--- src/rtl/core/rbs_pkg.sv ---
// ----------------------------------------------------------------------------
// rbs_pkg: shared definitions of the random bit shuffle
// Table geometry, function codes, the classified command word that the front
// end hands to the back end, and its operation codes.
// ----------------------------------------------------------------------------
package rbs_pkg;

	// Table geometry and random word size.
	localparam int PERM_MAX  = 1024;
	localparam int WORD_BITS = 64;
	localparam int IDX_W     = $clog2(PERM_MAX);
	localparam int SIZE_W    = IDX_W + 1;
	localparam int USED_W    = $clog2(WORD_BITS + 1);

	localparam logic [SIZE_W-1:0] SIZE_MAX = SIZE_W'(PERM_MAX);

	// Function codes on the input channel.
	localparam logic [1:0] FUNC_START = 2'd0;
	localparam logic [1:0] FUNC_WORD  = 2'd1;
	localparam logic [1:0] FUNC_READ  = 2'd2;

	// Operations after classification by the front end.
	typedef enum logic [2:0] {
		OP_START,
		OP_WORD,
		OP_READ,
		OP_BADREAD,
		OP_NOP
	} rbs_op_t;

	typedef struct packed {
		rbs_op_t                op;
		logic [WORD_BITS-1:0]   word;
		logic [IDX_W-1:0]       pos;
	} rbs_cmd_t;

endpackage

--- src/rtl/core/rbs_front.sv ---
// ----------------------------------------------------------------------------
// rbs_front: input acceptance and command queue
// Takes words from the input channel, classifies them into operations
// (including the range check of reads) and holds them in a two-entry queue.
// ----------------------------------------------------------------------------
module rbs_front
	import rbs_pkg::*;
(
	input  logic                  clk,
	input  logic                  arst_n,
	input  logic                  in_valid,
	output logic                  in_ready,
	input  logic [1:0]            func,
	input  logic [WORD_BITS-1:0]  rand_word,
	input  logic [IDX_W-1:0]      position,
	input  logic [SIZE_W-1:0]     eff_size,
	input  logic                  init_busy,
	output logic                  cmd_valid,
	output rbs_cmd_t              cmd,
	input  logic                  cmd_pop
);

	rbs_cmd_t    queue_q [2];
	logic        wr_ptr_q;
	logic        rd_ptr_q;
	logic [1:0]  count_q;
	rbs_cmd_t    new_cmd;
	logic        push;

	assign in_ready  = (count_q != 2'd2) && !init_busy;
	assign push      = in_valid && in_ready;
	assign cmd_valid = (count_q != 2'd0);
	assign cmd       = queue_q[rd_ptr_q];

	// Range check of reads; user must change size only while idle (not enforced).
	always_comb begin
		new_cmd.word = rand_word;
		new_cmd.pos  = position;
		unique case (func)
			FUNC_START: new_cmd.op = OP_START;
			FUNC_WORD:  new_cmd.op = OP_WORD;
			FUNC_READ:  new_cmd.op = ({1'b0, position} >= eff_size) ? OP_BADREAD : OP_READ;
			default:    new_cmd.op = OP_NOP;
		endcase
	end

	always_ff @(posedge clk or negedge arst_n) begin
		if (!arst_n) begin
			wr_ptr_q <= 1'b0;
			rd_ptr_q <= 1'b0;
			count_q  <= 2'd0;
		end else begin
			if (push) begin
				wr_ptr_q <= !wr_ptr_q;
			end
			if (cmd_pop) begin
				rd_ptr_q <= !rd_ptr_q;
			end
			if (push && !cmd_pop) begin
				count_q <= count_q + 2'd1;
			end else if (!push && cmd_pop) begin
				count_q <= count_q - 2'd1;
			end
		end
	end

	always_ff @(posedge clk) begin
		if (push) begin
			queue_q[wr_ptr_q] <= new_cmd;
		end
	end

	a_count_bound: assert property (@(posedge clk) disable iff (!arst_n)
		count_q <= 2'd2)
		else $error("command queue count out of range");

	a_pop_valid: assert property (@(posedge clk) disable iff (!arst_n)
		cmd_pop |-> cmd_valid)
		else $error("command popped from empty queue");

endmodule

--- config.mk ---
export PLATFORM = sky130hd
export DESIGN_NAME = rbs_front
export DESIGN_NICKNAME = d
export VERILOG_FILES = /design/src/rtl/core/rbs_pkg.sv /design/src/rtl/core/rbs_front.sv
export SDC_FILE = /design/constraint.sdc
export NUM_CORES = 1
export LEC_CHECK = 0
export ABC_AREA = 0
export ABC_CLOCK_PERIOD_IN_PS = 8900
export BUFFER_PORTS_ARGS = -buffer_cell sky130_fd_sc_hd__buf_4
export CAP_MARGIN = 20
export CORE_AREA = 2 2 109 111
export CTS_BUF_LIST = sky130_fd_sc_hd__clkbuf_4
export DETAILED_ROUTE_END_ITERATION = 16
export DIE_AREA = 0 0 111 113
export GPL_TIMING_DRIVEN = 0
export PLACE_DENSITY_LB_ADDON = 0.15
export SLEW_MARGIN = 20
export SYNTH_ARGS = -nofsm -noshare
export SYNTH_HDL_FRONTEND = slang
export SYNTH_SLANG_ARGS = --single-unit
--- constraint.sdc ---
create_clock -name clk -period 8.9 [get_ports clk]
set_clock_uncertainty 0.05 [all_clocks]
set_input_delay 0.89 -clock clk [delete_from_list [all_inputs] [get_ports clk]]
set_output_delay 0.89 -clock clk [all_outputs]
set_load 0.05 [all_outputs]
==> metrics.log <==
INFO  metric regArea = 4720 sq um
INFO  metric post-route-worst-setup-slack = roughly 6 ns
INFO  metric post-synth-top-area-fraction = 0.758
INFO  metric drt-initial-drc-count = 148
INFO  metric synthDistinctLibCells = 25
INFO  metric grtUsageMet3 = 0.0664
INFO  metric worstSetupEndpointType = primary output
INFO  metric numClockSinks = 158
INFO  metric dp.cells = 613
INFO  metric final_cell_count_no_fill = 644
INFO  metric core = 11300 sq um
INFO  metric clockBufferDepth = 2
INFO  metric hold_viol = 0
INFO  metric worst_slew_pin_slew = 0.702 ns
INFO  metric synthCells = 296
INFO  metric overall_via_count_from_detail_route = 3290
INFO  metric worst-path-max-fanout = 10
INFO  metric core.rowCount = 39
INFO  metric cts_made_buffers = 17
INFO  metric grt_setup_unrepaired = no
INFO  metric yosys.cell_count.top_type = sky130_fd_sc_hd__edfxtp_1
INFO  metric multi_input_comb_area = 1270 sq um
INFO  metric rr_endpoint = queue_q[1][61]
INFO  metric netlist.top_cell.by_area = sky130_fd_sc_hd__edfxtp_1
INFO  metric global_route.usage.total = 0.182
INFO  metric antennaDiodeCount = 0
INFO  metric mappedNetlistArea = 6100 sq um
INFO  metric met1_usage = 0.213
INFO  metric gr-total-overflow = 0
INFO  metric final_nets = 592
INFO  metric powerDensity = 312 nW/um^2
INFO  metric finalWorstPathRequiredPeriod = 2.82 ns
INFO  metric power.leakage = 3.10 nW
INFO  metric vdd.ir_drop.worst = 0.204 mV
INFO  metric r2r_start = count_q[0]
INFO  metric dp_slack = 6.27 ns
INFO  metric routed_wire_length_per_instance = 17.1 um
INFO  metric fraction_of_registers_with_async_set_or_reset_after_synthesis = 0.0253
INFO  metric fmax = 0.355 GHz
INFO  metric port_buffers = 170
INFO  metric synth_nets = 399
INFO  metric firstDrtPassIters = 4
INFO  metric setup-tns-final = 0 ns
INFO  metric timing.max_slew.rel_slack = 0.532
INFO  metric antenna_found_initial = 0
INFO  metric outcome = finished, final reports clean
INFO  metric gpl.final_weighted_congestion = 0.738
INFO  metric grt_pass1_vias = ~3400
INFO  metric crit_end = cmd[60]
INFO  metric avgViaCountPerCell = 5.11
INFO  metric yosys-top-cells-area = sky130_fd_sc_hd__edfxtp_1 76%, sky130_fd_sc_hd__mux2_2 11%, sky130_fd_sc_hd__mux2_4 4.9%
INFO  metric groute.layer.met2.usage = 0.308
INFO  metric worstSetupStartpoint = rd_ptr_q
INFO  metric drt_drc_violations_left = 0
INFO  metric synth_seq_area_share = 0.774
INFO  metric grt_most_used_layer = met2
INFO  metric ios = 171
INFO  metric power.total = 2.47 mW
INFO  metric postRouteWirelength = about 11000 um
INFO  metric r2r.worst_path.cells = 4
INFO  metric slew_viol_final = 0
INFO  metric fillCellCount = slightly below 800
INFO  metric clock_latency = 0.52 ns
INFO  metric ctsResizeCount = 0
INFO  metric post_cts.repair.setup_buffers = 0
INFO  metric root_buffer_cell = sky130_fd_sc_hd__clkbuf_4
INFO  metric grt_start_max_net_pins = 48
INFO  metric syn_area_per_cell = between 20 and 25 sq um
INFO  metric number_of_violations_of_the_max_capacitance_limit = 0
INFO  metric h-tree-depth = 4
INFO  metric path_class = reg2out
INFO  metric floorplan.initialDensity = 0.541
INFO  metric clk_transition_reported_paths = 0.13 ns
INFO  metric postRouteAntennaNets = 0
INFO  metric synth.top_cells.by_count = 154 x sky130_fd_sc_hd__edfxtp_1, 57 x sky130_fd_sc_hd__mux2_2, 20 x sky130_fd_sc_hd__mux2_4, 13 x sky130_fd_sc_hd__inv_1, 11 x sky130_fd_sc_hd__ha_1
INFO  metric post_cts_hold_buffer_count = 0
INFO  metric timing.critical_path.arrival = about 1.9 ns
INFO  metric grt_first_pass_wirelength = 17200 um
INFO  metric postSynthRegisterBits = 158
INFO  metric synthFlopType = sky130_fd_sc_hd__edfxtp_1
INFO  metric syn2layout_area_growth = 29.9%
INFO  metric layout_worst_path_cycle_share = 0.316
INFO  metric count_of_flip_flops_with_a_built_in_enable_after_synthesis = between 150 and 200
INFO  metric drive_above_1_share = 0.587
INFO  metric worst-r2r-setup-slack = 6.80 ns
INFO  metric die_area = 12500 sq um
INFO  metric place.detailed.hpwl = 7710 um
INFO  metric setup_crit_start_kind = flop
INFO  metric die_height = 113 um
INFO  metric hold-worst-slack = ~0.08 ns
INFO  metric dieWidth = 111 um
INFO  metric worst_hold_path_type = in2async
INFO  metric setup_viol_count_final = 0
INFO  metric cts_tree = yes
INFO  metric yosys_warnings = 0
INFO  metric critPathRequiredTime = 7.96 ns
worst min path at each step:
stage / endpoint / slack [ns] / cells after the start / from
after detailed placement: count_q[1] / 0.44 / 1 / count_q[1]
final: wr_ptr_q / 0.08 / 1 / arst_n
after floorplan: count_q[1] / 0.41 / 1 / count_q[1]
after global placement: wr_ptr_q / 0.43 / 1 / wr_ptr_q
after global routing: wr_ptr_q / 0.008 / 1 / arst_n
after CTS: wr_ptr_q / 0.03 / 1 / arst_n
logic make-up (layout without fill, tap and decap cells):
family	count (synthesis)	after routing	synth area share
compound gates	8	8	0.00861
xor+xnor	5	5	0.00718
fa+ha+maj	11	11	0.0226
buf+inv	22	227	0.0195
flops	158	158	0.774
mux	77	77	0.154
simple gates	15	15	0.0135
final cells by class:
class,count,area share
Clock buffer,17,0.0161
Clock inverter,14,0.0169
Tap cell,143,0.0226
Buffer,9,0.00884
Sequential cell,158,0.596
Inverter,13,0.00616
Multi-Input combinational cell,116,0.160
Timing Repair Buffer,174,0.173
through the flow:
stage                     instance area, sq um  utilization
after global placement                    7560        0.670
after global routing                      7930        0.703
after detailed placement                  7660        0.680
after CTS                                 7930        0.703
final                                     7930        0.703
after floorplan                           6100            -
routing by layer:
metal | wire length (um) | vias to the layer above
met5 | 0 | -
met4 | 199 | 0
met3 | 788 | 19
met2 | 5600 | 124
met1 | 4420 | 1608
li1 | - | 1539
cells in the final DEF, fill, tap and decap left out, drive strengths merged:
cell      count
mux2         77
a21oi         3
a211oi        1
bufinv        1
nor2b         3
xnor2         2
o311a         1
or2           1
clkinvlp      4
xor2          3
ha           11
clkbuf       17
inv          19
nand3         1
nand4         2
and3          1
buf         183
o211ai        1
nand2b        2
dfrtp         4
clkinv        3
a21o          1
nor2          3
edfxtp      154
nand2         1
o21ai         1
and2          1
critical path, stage by stage (launching register included):
cell,delay (ns)
sky130_fd_sc_hd__dfrtp_1,0.36
sky130_fd_sc_hd__buf_6,0.12
sky130_fd_sc_hd__buf_6,0.16
sky130_fd_sc_hd__buf_6,0.20
sky130_fd_sc_hd__mux2_4,0.32
sky130_fd_sc_hd__buf_4,0.19
flip-flops by register name, indices dropped and copies added (netlist names):
signal	count
count_q	2
rd_ptr_q	1
wr_ptr_q	1
queue_q	154
where the power goes:
group	total, mW	internal (mW)	leakage (nW)	switching (mW)
Clock	0.397	0.142	0.134	0.255
Sequential	0.951	0.924	1.45	0.0270
Combinational	1.12	0.406	1.51	0.715
Power figures use the tool's default switching activity.
